===== src/hdl/pcg_pkg.sv =====
`default_nettype none

package pcg_pkg;

   localparam logic [63:0] LCG_MULT = 64'd6364136223846793005;
   // stream increment, (1442695040888963407 << 1) | 1
   localparam logic [63:0] LCG_INC = 64'd2885390081777926815;

   typedef enum logic [1:0] {
      OP_RESTART  = 2'd0,
      OP_NEXT32   = 2'd1,
      OP_FRACTION = 2'd2,
      OP_BOUNDED  = 2'd3
   } op_type;

   typedef struct packed {
      op_type      opcode;
      logic [63:0] span;
   } req_type;

   typedef struct packed {
      logic [63:0] value;
      logic        span_error;
   } rsp_type;

endpackage

`default_nettype wire


===== src/hdl/pcg_lcg_mul.sv =====
`default_nettype none

module pcg_lcg_mul (
   input  wire logic        clock,
   input  wire logic        reset,
   input  wire logic        start,
   input  wire logic [63:0] operand,
   output logic             done,
   output logic [63:0]      result
);

   logic        busy_ff;
   logic [1:0]  phase_ff;
   logic [63:0] a_ff;
   logic [63:0] prod_ff;
   logic [63:0] acc_ff;
   logic        done_ff;
   logic [31:0] op_a;
   logic [31:0] op_b;

   // one 32x32 multiplier, three partial products kept mod 2^64
   always_comb begin
      unique case (phase_ff)
         2'd0: begin
            op_a = a_ff[31:0];
            op_b = pcg_pkg::LCG_MULT[31:0];
         end
         2'd1: begin
            op_a = a_ff[63:32];
            op_b = pcg_pkg::LCG_MULT[31:0];
         end
         default: begin
            op_a = a_ff[31:0];
            op_b = pcg_pkg::LCG_MULT[63:32];
         end
      endcase
   end

   always_ff @(posedge clock) begin
      if (reset) begin
         busy_ff  <= 1'b0;
         done_ff  <= 1'b0;
         phase_ff <= 2'd0;
      end else begin
         done_ff <= 1'b0;
         if (start) begin
            busy_ff  <= 1'b1;
            phase_ff <= 2'd0;
            a_ff     <= operand;
         end else if (busy_ff) begin
            prod_ff  <= {32'b0, op_a} * {32'b0, op_b};
            phase_ff <= phase_ff + 2'd1;
            unique case (phase_ff)
               2'd0: ;
               2'd1: acc_ff <= prod_ff + pcg_pkg::LCG_INC;
               2'd2: acc_ff <= acc_ff + {prod_ff[31:0], 32'b0};
               default: begin
                  acc_ff  <= acc_ff + {prod_ff[31:0], 32'b0};
                  busy_ff <= 1'b0;
                  done_ff <= 1'b1;
               end
            endcase
         end
      end
   end

   assign done   = done_ff;
   assign result = acc_ff;

endmodule

`default_nettype wire


===== src/hdl/pcg_mod_unit.sv =====
`default_nettype none

module pcg_mod_unit (
   input  wire logic        clock,
   input  wire logic        reset,
   input  wire logic        start,
   input  wire logic [63:0] dividend,
   input  wire logic [63:0] divisor,
   output logic             done,
   output logic [63:0]      remainder
);

   logic        busy_ff;
   logic        done_ff;
   logic [5:0]  cnt_ff;
   logic [63:0] dvd_ff;
   logic [63:0] dsr_ff;
   logic [63:0] rem_ff;
   logic [64:0] trial;
   logic [65:0] diff;
   logic [63:0] rem_in;

   // restoring remainder, one dividend bit per cycle
   always_comb begin
      trial  = {rem_ff, dvd_ff[63]};
      diff   = {1'b0, trial} - {2'b0, dsr_ff};
      rem_in = diff[65] ? trial[63:0] : diff[63:0];
   end

   always_ff @(posedge clock) begin
      if (reset) begin
         busy_ff <= 1'b0;
         done_ff <= 1'b0;
         cnt_ff  <= 6'd0;
      end else begin
         done_ff <= 1'b0;
         if (start) begin
            busy_ff <= 1'b1;
            cnt_ff  <= 6'd0;
            rem_ff  <= 64'd0;
            dvd_ff  <= dividend;
            dsr_ff  <= divisor;
         end else if (busy_ff) begin
            rem_ff <= rem_in;
            dvd_ff <= {dvd_ff[62:0], 1'b0};
            cnt_ff <= cnt_ff + 6'd1;
            if (cnt_ff == 6'd63) begin
               busy_ff <= 1'b0;
               done_ff <= 1'b1;
            end
         end
      end
   end

   assign done      = done_ff;
   assign remainder = rem_ff;

endmodule

`default_nettype wire


===== src/hdl/pcg32_random_generator.sv =====
// channel   direction  handshake              payload
// req       in         req_valid / req_ready  req_data   (pcg_pkg::req_type)
// rsp       out        rsp_valid / rsp_ready  rsp_data   (pcg_pkg::rsp_type)
// csr       in         csr_valid / csr_ready  csr_data   (seed, 64 bit)
//
// one item at a time; each lcg step runs through the shared 32x32 multiplier
// a bounded draw runs the bit-serial remainder unit twice (threshold, final mod),
// and draws one more lcg pair for each rejected word
// after reset the block seeds itself with zero, req_ready low
// a finished result waits in the output register; the next item is taken meanwhile
`default_nettype none

module pcg32_random_generator (
   input  wire logic             clock,
   input  wire logic             reset,
   input  wire logic             req_valid,
   output logic                  req_ready,
   input  wire pcg_pkg::req_type req_data,
   output logic                  rsp_valid,
   input  wire logic             rsp_ready,
   output pcg_pkg::rsp_type      rsp_data,
   input  wire logic             csr_valid,
   output logic                  csr_ready,
   input  wire logic [63:0]      csr_data
);

   typedef enum logic [2:0] {
      S_IDLE,
      S_STEP,
      S_WAIT,
      S_THR,
      S_CHECK,
      S_MOD,
      S_DONE
   } fsm_type;

   fsm_type          state_ff;
   pcg_pkg::op_type  op_ff;
   logic [63:0]      lcg_ff;
   logic [63:0]      seed_ff;
   logic [63:0]      span_ff;
   logic [63:0]      word_ff;
   logic [63:0]      thr_ff;
   logic             half_ff;
   logic             boot_ff;
   pcg_pkg::rsp_type res_ff;
   logic             rsp_valid_ff;
   pcg_pkg::rsp_type rsp_data_ff;
   logic             mul_start_ff;
   logic             mod_start_ff;
   logic [63:0]      mod_dvd_ff;

   logic        mul_done;
   logic [63:0] mul_result;
   logic        mod_done;
   logic [63:0] mod_rem;
   logic [63:0] seed_add;
   logic [63:0] lcg_in;
   logic        rsp_load;

   function automatic logic [31:0] xsh_rr(input logic [63:0] old);
      logic [63:0] x;
      logic [31:0] xs;
      logic [63:0] dbl;
      x   = old ^ (old >> 18);
      xs  = x[58:27];
      dbl = {xs, xs} >> old[63:59];
      return dbl[31:0];
   endfunction

   pcg_lcg_mul u_mul (
      .clock   (clock),
      .reset   (reset),
      .start   (mul_start_ff),
      .operand (lcg_ff),
      .done    (mul_done),
      .result  (mul_result)
   );

   pcg_mod_unit u_mod (
      .clock     (clock),
      .reset     (reset),
      .start     (mod_start_ff),
      .dividend  (mod_dvd_ff),
      .divisor   (span_ff),
      .done      (mod_done),
      .remainder (mod_rem)
   );

   // seed is folded in after the first step of a restart, never during the boot pass
   always_comb begin
      seed_add = (op_ff == pcg_pkg::OP_RESTART && !half_ff && !boot_ff) ? seed_ff : 64'd0;
      lcg_in   = mul_result + seed_add;
      // output register is free, or its item leaves at this edge
      rsp_load = (state_ff == S_DONE) && (!rsp_valid_ff || rsp_ready);
   end

   always_ff @(posedge clock) begin
      if (reset) begin
         state_ff     <= S_STEP;
         op_ff        <= pcg_pkg::OP_RESTART;
         lcg_ff       <= 64'd0;
         seed_ff      <= 64'd0;
         half_ff      <= 1'b0;
         boot_ff      <= 1'b1;
         rsp_valid_ff <= 1'b0;
         mul_start_ff <= 1'b0;
         mod_start_ff <= 1'b0;
      end else begin
         mul_start_ff <= 1'b0;
         mod_start_ff <= 1'b0;
         if (csr_valid) begin
            seed_ff <= csr_data;
         end
         if (rsp_load) begin
            rsp_valid_ff <= 1'b1;
            rsp_data_ff  <= res_ff;
         end else if (rsp_ready) begin
            rsp_valid_ff <= 1'b0;
         end
         unique case (state_ff)
            S_IDLE: begin
               if (req_valid) begin
                  op_ff   <= req_data.opcode;
                  span_ff <= req_data.span;
                  half_ff <= 1'b0;
                  unique case (req_data.opcode)
                     pcg_pkg::OP_RESTART: begin
                        lcg_ff   <= 64'd0;
                        state_ff <= S_STEP;
                     end
                     pcg_pkg::OP_BOUNDED: begin
                        if (req_data.span == 64'd0) begin
                           res_ff.value      <= 64'd0;
                           res_ff.span_error <= 1'b1;
                           state_ff          <= S_DONE;
                        end else begin
                           // threshold = 2^64 mod span = (0 - span) mod span
                           mod_dvd_ff   <= 64'd0 - req_data.span;
                           mod_start_ff <= 1'b1;
                           state_ff     <= S_THR;
                        end
                     end
                     default: state_ff <= S_STEP;
                  endcase
               end
            end
            S_STEP: begin
               word_ff      <= {word_ff[31:0], xsh_rr(lcg_ff)};
               mul_start_ff <= 1'b1;
               state_ff     <= S_WAIT;
            end
            S_WAIT: begin
               if (mul_done) begin
                  lcg_ff  <= lcg_in;
                  half_ff <= ~half_ff;
                  unique case (op_ff)
                     pcg_pkg::OP_RESTART: begin
                        if (!half_ff) begin
                           state_ff <= S_STEP;
                        end else begin
                           boot_ff  <= 1'b0;
                           state_ff <= S_IDLE;
                        end
                     end
                     pcg_pkg::OP_NEXT32: begin
                        res_ff.value      <= {32'b0, word_ff[31:0]};
                        res_ff.span_error <= 1'b0;
                        state_ff          <= S_DONE;
                     end
                     pcg_pkg::OP_FRACTION: begin
                        if (!half_ff) begin
                           state_ff <= S_STEP;
                        end else begin
                           res_ff.value      <= {11'b0, word_ff[63:11]};
                           res_ff.span_error <= 1'b0;
                           state_ff          <= S_DONE;
                        end
                     end
                     default: begin
                        state_ff <= half_ff ? S_CHECK : S_STEP;
                     end
                  endcase
               end
            end
            S_THR: begin
               if (mod_done) begin
                  thr_ff   <= mod_rem;
                  half_ff  <= 1'b0;
                  state_ff <= S_STEP;
               end
            end
            S_CHECK: begin
               half_ff <= 1'b0;
               if (word_ff >= thr_ff) begin
                  mod_dvd_ff   <= word_ff;
                  mod_start_ff <= 1'b1;
                  state_ff     <= S_MOD;
               end else begin
                  // rejected word, draw another pair
                  state_ff <= S_STEP;
               end
            end
            S_MOD: begin
               if (mod_done) begin
                  res_ff.value      <= mod_rem;
                  res_ff.span_error <= 1'b0;
                  state_ff          <= S_DONE;
               end
            end
            S_DONE: begin
               if (rsp_load) begin
                  state_ff <= S_IDLE;
               end
            end
            default: state_ff <= S_IDLE;
         endcase
      end
   end

   assign req_ready = (state_ff == S_IDLE);
   assign rsp_valid = rsp_valid_ff;
   assign rsp_data  = rsp_data_ff;
   assign csr_ready = 1'b1;

   a_err_zero: assert property (@(posedge clock) disable iff (reset)
      rsp_valid && rsp_data.span_error |-> rsp_data.value == 64'd0)
      else $error("span error result carries a nonzero value");

   a_mul_done_wait: assert property (@(posedge clock) disable iff (reset)
      mul_done |-> state_ff == S_WAIT)
      else $error("multiplier finished outside the wait state");

   a_mod_done_state: assert property (@(posedge clock) disable iff (reset)
      mod_done |-> state_ff == S_THR || state_ff == S_MOD)
      else $error("remainder unit finished outside a remainder state");

   a_one_item: assert property (@(posedge clock) disable iff (reset)
      req_valid && req_ready |=> !req_ready)
      else $error("a second item was taken right after the first");

endmodule

`default_nettype wire


===== config.mk =====
export PLATFORM = sky130hd
export DESIGN_NAME = pcg32_random_generator
export DESIGN_NICKNAME = d
export VERILOG_FILES = /design/src/hdl/pcg_pkg.sv /design/src/hdl/pcg_lcg_mul.sv /design/src/hdl/pcg_mod_unit.sv /design/src/hdl/pcg32_random_generator.sv
export SDC_FILE = /design/constraint.sdc
export NUM_CORES = 2
export LEC_CHECK = 0
export ABC_AREA = 0
export BUFFER_PORTS_ARGS = -buffer_cell sky130_fd_sc_hd__buf_2
export CAP_MARGIN = 5
export CORE_ASPECT_RATIO = 0.6
export CORE_MARGIN = 1
export CORE_UTILIZATION = 60
export DETAILED_ROUTE_END_ITERATION = 10
export PLACE_DENSITY_LB_ADDON = 0.25
export REMOVE_ABC_BUFFERS = 1
export SLEW_MARGIN = 20
export SYNTH_ARGS = -nofsm -noshare
export SYNTH_HDL_FRONTEND = slang
export SYNTH_HIERARCHICAL = 1
export SYNTH_SLANG_ARGS = --single-unit

===== constraint.sdc =====
create_clock -name clock -period 18.3 [get_ports clock]
set_input_delay 1.83 -clock clock [delete_from_list [all_inputs] [get_ports clock]]
set_output_delay 1.83 -clock clock [all_outputs]
set_load 0.05 [all_outputs]

; ---- Word level (Yosys, flattened, before mapping)
; Index checks and enable logic that the tools add are counted.
[op_classes]
n_addsub = 7
mul = 1
n_lt_le_gt_ge = 1
n_eq_ne = 24
shifts = 1
n_mux = 58
bitwise_logic = 7
n_reduce_logical = 40
[op_table]
columns = operator, count
row1 = two-way mux 64 bit, 12
row2 = two-way mux 65 bit, 6
row3 = case mux 64 bit (2 select lines), 3
row4 = case mux 65 bit (3 select lines), 1
row5 = case mux 65 bit (2 select lines), 1
row6 = adder 64 bit, 2
row7 = subtractor 65 x 64 -> 66 bit, 1
row8 = adder 64 x 62 -> 64 bit (second input constant), 1
row9 = greater-or-equal comparator 64 bit, 1
row10 = logical NOT 64 bit, 1
row11 = >> shifter 64 x 5 -> 32 bit, 1
row12 = subtractor 1 x 64 -> 64 bit (first input constant), 1
row13 = multiplier 32 x 31 -> 63 bit, 1
row14 = XOR 59 x 46 -> 59 bit, 1
row15 = two-way mux 32 bit, 1
row16 = two-way mux 3 bit, 10
row17 = two-way mux 29 bit, 1
row18 = case mux 3 bit (7 select lines), 1
row19 = two-way mux 1 bit, 19
row20 = AND reduction 4 bit, 4
row21 = != test 2 x 1 -> 1 bit (second input constant), 6
row22 = AND reduction 2 bit, 6
row23 = equality test 3 bit (second input constant), 3
row24 = case mux 3 bit (3 select lines), 1
row25 = other kinds (27), 54
[totals]
reg_bits = 920
input_bits = 135
out_inout_bits = 68
elab_cells = 168

; ---- Logic depth before layout (Yosys ltp)
[depth]
word_depth = 7
ltp_mapped = 35
ltp_nobuf = 32

; ---- Cells and area by module
; The synthesis kept the hierarchy.
[modules_own_cells]
columns = mod, n_inst, cells_each, area_each_um2, seq_area_each_um2
row1 = pcg_lcg_mul, 1, 3159, 32168.4, 5845.6
row2 = pcg32_random_generator, 1, 2490, 26685.6, 14353.8
row3 = pcg_mod_unit, 1, 1132, 11887.7, 5925.7

; ---- Worst setup path after synthesis
; OpenSTA, ideal clock, no wires.
[synth_timing]
kind = register -> register
startpoint = register u_mul.phase_ff[0]
endpoint = register u_mul.prod_ff[58] (data pin)
setup_time_ns = 0.260
t_arrival_ns = 9.200
required_time_ns = 18.040
setup_slack_ns = 8.840
stages_incl_launch_ff = 30
n_path_buf = 6
synth_period_minus_slack_ns = 9.460
path_cell_list = dfxtp_1 > ha_1 > clkbuf_1 > buf_2 > buf_1 > buf_2 > buf_1 > mux2i_1 > inv_1 > fa_1 > inv_1 > fa_1 > fa_1 > fa_1 > inv_1 > fa_1 > fa_1 > fa_1 > fa_1 > ha_1 > clkbuf_1 > nand4_1 > nor3_1 > nand4_1 > a31oi_1 > o21ai_1 > o41ai_1 > o211a_1 > a41oi_1 > xnor2_1
[synth_between]
elab_chain_len = 4
word_cells_on_any_way = 6
cone_classes = 1 x mul / 1 x eq/ne / 2 x mux / 2 x reduce/logical
[synth_lines]
columns = element, line_no
row1 = start: declaration, pcg_lcg_mul.sv:13  ; logic [1:0] phase_ff;
row2 = start signal: assignment, pcg_lcg_mul.sv:52  ; phase_ff <= phase_ff + 2'd1;
row3 = equality test 2 x 1 -> 1 bit / logical NOT 2 bit (equally long branches), pcg_lcg_mul.sv:23  ; unique case (phase_ff)
row4 = OR reduction 2 bit (no line), -
row5 = two-way mux 29 bit, pcg_lcg_mul.sv:23
row6 = multiplier 32 x 31 -> 63 bit (*), pcg_lcg_mul.sv:51  ; prod_ff <= {32'b0, op_a} * {32'b0, op_b};
row7 = end signal: assignment, pcg_lcg_mul.sv:51
row8 = end: declaration, pcg_lcg_mul.sv:15  ; logic [63:0] prod_ff;
; Mark *: on every way between the ends. The rest lies on a longest branch, timed or not.
; A chain may end at the register's enable or synchronous reset.

; ---- Final worst setup path
; Ends and elaborated chain as after synthesis.

==> key figures <==
Run status
  • Status: complete, no violations

Finish
  • Share of layout cells above drive strength 1: 8.34%
  • Synth-to-layout area growth: 8.11%
  • Final-stage net count: 8244

STA
  • Fmax: 0.0929 GHz
  • TNS Setup: 0 ns
  • Fin crit period: 10.77 ns
  • Max Slew Vio Count: 0
  • Worst-margin pin slew: 1.26 ns
  • Slew HR: 16.0%
  • Post-route clock period utilization: 58.8%
  • RSZ-0062 raised after global routing: no
  • Final Hold Fails: 0
  • Final Setup Violations: 0
  • Clock Skew: 0.0392 ns

Yosys
  • Top post-synthesis cells by count: 938 x inv_1, 770 x edfxtp_1, 645 x ha_1, 534 x fa_1, 527 x nor2_1
  • Top cells by area, synth: edfxtp_1 33%, fa_1 15%, ha_1 11%
  • Synth cell types: 105
  • Number of synthesized register bits: 920
  • Post-synth top flop: edfxtp_1
  • Synthesized area per cell: 10.4 µm²
  • Count leader, synth: inv_1
  • Sequential element share of the synthesized area: 36.9%
  • Post-synthesis instance total: 6781
  • EDFF count, synth: 770
  • Top cell type's share of synthesized area: 32.7%
  • Mapped Area: 70700 µm²
  • Ys Warns: 6
  • Cell taking the most area after synthesis: edfxtp_1
  • Asr flop ratio synth: 0%

Critical path
  • Worst path required time: 18.75 ns
  • Largest fanout on the critical path: 52
  • WP data arrival: 11.21 ns
  • Critical Path Max Stage Delay: 0.88 ns
  • CP max stage cell: mux2i_1
  • Critical path capture point type: flop
  • Family with the most delay on the worst path: adder cells
  • WP buf/inv: 5
  • Critical path's most frequent cell: fa_1
  • CP startpoint kind: flop
  • Critical path class: reg2reg

CTS
  • Clk slew on worst S/H paths: 0.07 ns
  • Max Root-Sink Buffers: 3
  • CTS tree: yes
  • Clock sink count: 920
  • H-tree depth: 3
  • CTS Hold Bufs: 0
  • Setup Fix Bufs, Post-CTS: 0
  • Clock root buffer: clkbuf_16
  • # resized after CTS: 0
  • Number of CTS-inserted buffers: 85
  • Clk_lat worst skew: 0.71 ns

Detailed routing
  • DRT antenna net count: 0
  • Vias post-DR: 54400
  • Drt via density: 6.33
  • Routed len/inst: 29.1 µm
  • Final wirelength: 250 mm
  • Pre-Repair DR Iteration Count: 6
  • Drt drc: 0
  • DR iter-0 viols: 8316

Floorplan
  • Die Area: 119000 µm²
  • Starting Density: 60.6%
  • Chip width: 445 µm
  • Die Y: 268 µm
  • Row count: 97
  • I/O pins: 203
  • Core box area: 117000 µm²

GRT
  • Most crowded layer after global routing: met1
  • Grt ovf: 0
  • Vias in the first global route: 50800
  • Largest net degree at the start of global routing: 65
  • M3 GR Usage: 22.5%
  • Gr usage total: 41.8%
  • Initial antenna violation count: 20
  • Global-route met2 utilization: 48.0%
  • First-pass GRT wire length: 356 mm
  • GR Layer Usage met1: 66.9%

Place
  • DP Wirelength: 203 mm
  • GPL Wtd Cong: 1.12
  • Port Buffers: 201

Hold path
  • HP Class: reg2reg

Run
  • Total of max-cap violations: 0
==> layout by cell type (no fill, tap or decap), types with 37 or more instances in the layout <==
master and count:
o21bai_1 40, nor2_1 522, nand2b_1 41, mux2i_1 188
xnor2_1 201, nand3_1 68, inv_1 937, and3_1 37
edfxtp_1 770, nor3_1 75, fa_1 534, a21o_1 120
buf_4 73, buf_2 199, clkbuf_16 89, ha_1 643
o21ai_0 278, xor2_1 154, mux2_2 80, nor2b_1 47
and2_1 112, nand2_1 510, nand4_1 71, dfxtp_1 148
a21oi_1 434
==> worst register-to-register path, delay by kind of cell (launching register included) <==
| family | cells | cell delay, ns |
|---|---|---|
| buffers and inverters | 5 | 0.78 |
| adder cells (fa/ha/maj) | 10 | 4.98 |
| XOR/XNOR | 1 | 0.16 |
| flip-flops | 1 | 0.48 |
| multiplexers | 1 | 0.89 |
| AND/OR/NAND/NOR | 6 | 1.53 |
| AO/OA/AOI/OAI | 5 | 1.71 |
==> stage by stage <==
| stage | utilization, % | setup slack [ns] | cell area [µm²] | cells | hold WS (ns) |
|---|---|---|---|---|---|
| detailed placement | 63.0 | 7.96 | 73600 | 8427 | 0.405 |
| floorplan | - | 5.85 | 69900 | 6571 | 0.400 |
| global placement | 63.0 | 8.09 | 73600 | 8427 | 0.401 |
| global route | 65.5 | 7.29 | 76500 | 8588 | 0.421 |
| CTS | 65.5 | 7.91 | 76400 | 8585 | 0.419 |
| finish | 65.5 | 7.53 | 76500 | 8595 | 0.418 |
==> layer usage <==
layer | up-vias | share of wire (%)
li1 | 23500 | -
met1 | 26700 | 45
met2 | 3862 | 35
met3 | 285 | 19
met4 | 10 | 1.5
met5 | - | 0.032
==> cells by family after synthesis <==
group | synth area share (%)
compound gates | 11.0
xor+xnor | 4.40
buf+inv | 6.37
simple gates | 10.7
mux | 4.06
fa+ha+maj | 26.5
flops | 36.9
other cells | 0.0159
==> path summary, 6_finish.rpt <==
kind / startpoint / endpoint / slack, ns / cells past startpoint
max: u_mul/phase_ff[0]$_SDFFE_PP0P_ / u_mul/prod_ff[58]$_DFFE_PP_ / 7.53 / 28
min: res_ff[50]$_DFFE_PP_ / rsp_data[50]$_DFFE_PP_ / 0.42 / 0
max reg2reg: u_mul/phase_ff[0]$_SDFFE_PP0P_ / u_mul/prod_ff[58]$_DFFE_PP_ / 7.53 / 28
min reg2reg: res_ff[50]$_DFFE_PP_ / rsp_data[50]$_DFFE_PP_ / 0.42 / 0
==> layout make-up <==
class	instances	area [µm²]
inverter	944	3540
multi-input combinational	4707	40400
sequential	920	26100
antenna	10	25.0
tap	1584	1980
fill	9167	40300
clock buffer	110	2360
clock inverter	48	515
timing repair buffer	272	1540
Power is not shown: default switching activity piles up to over one toggle a cycle in this logic, so the estimate is an artifact.
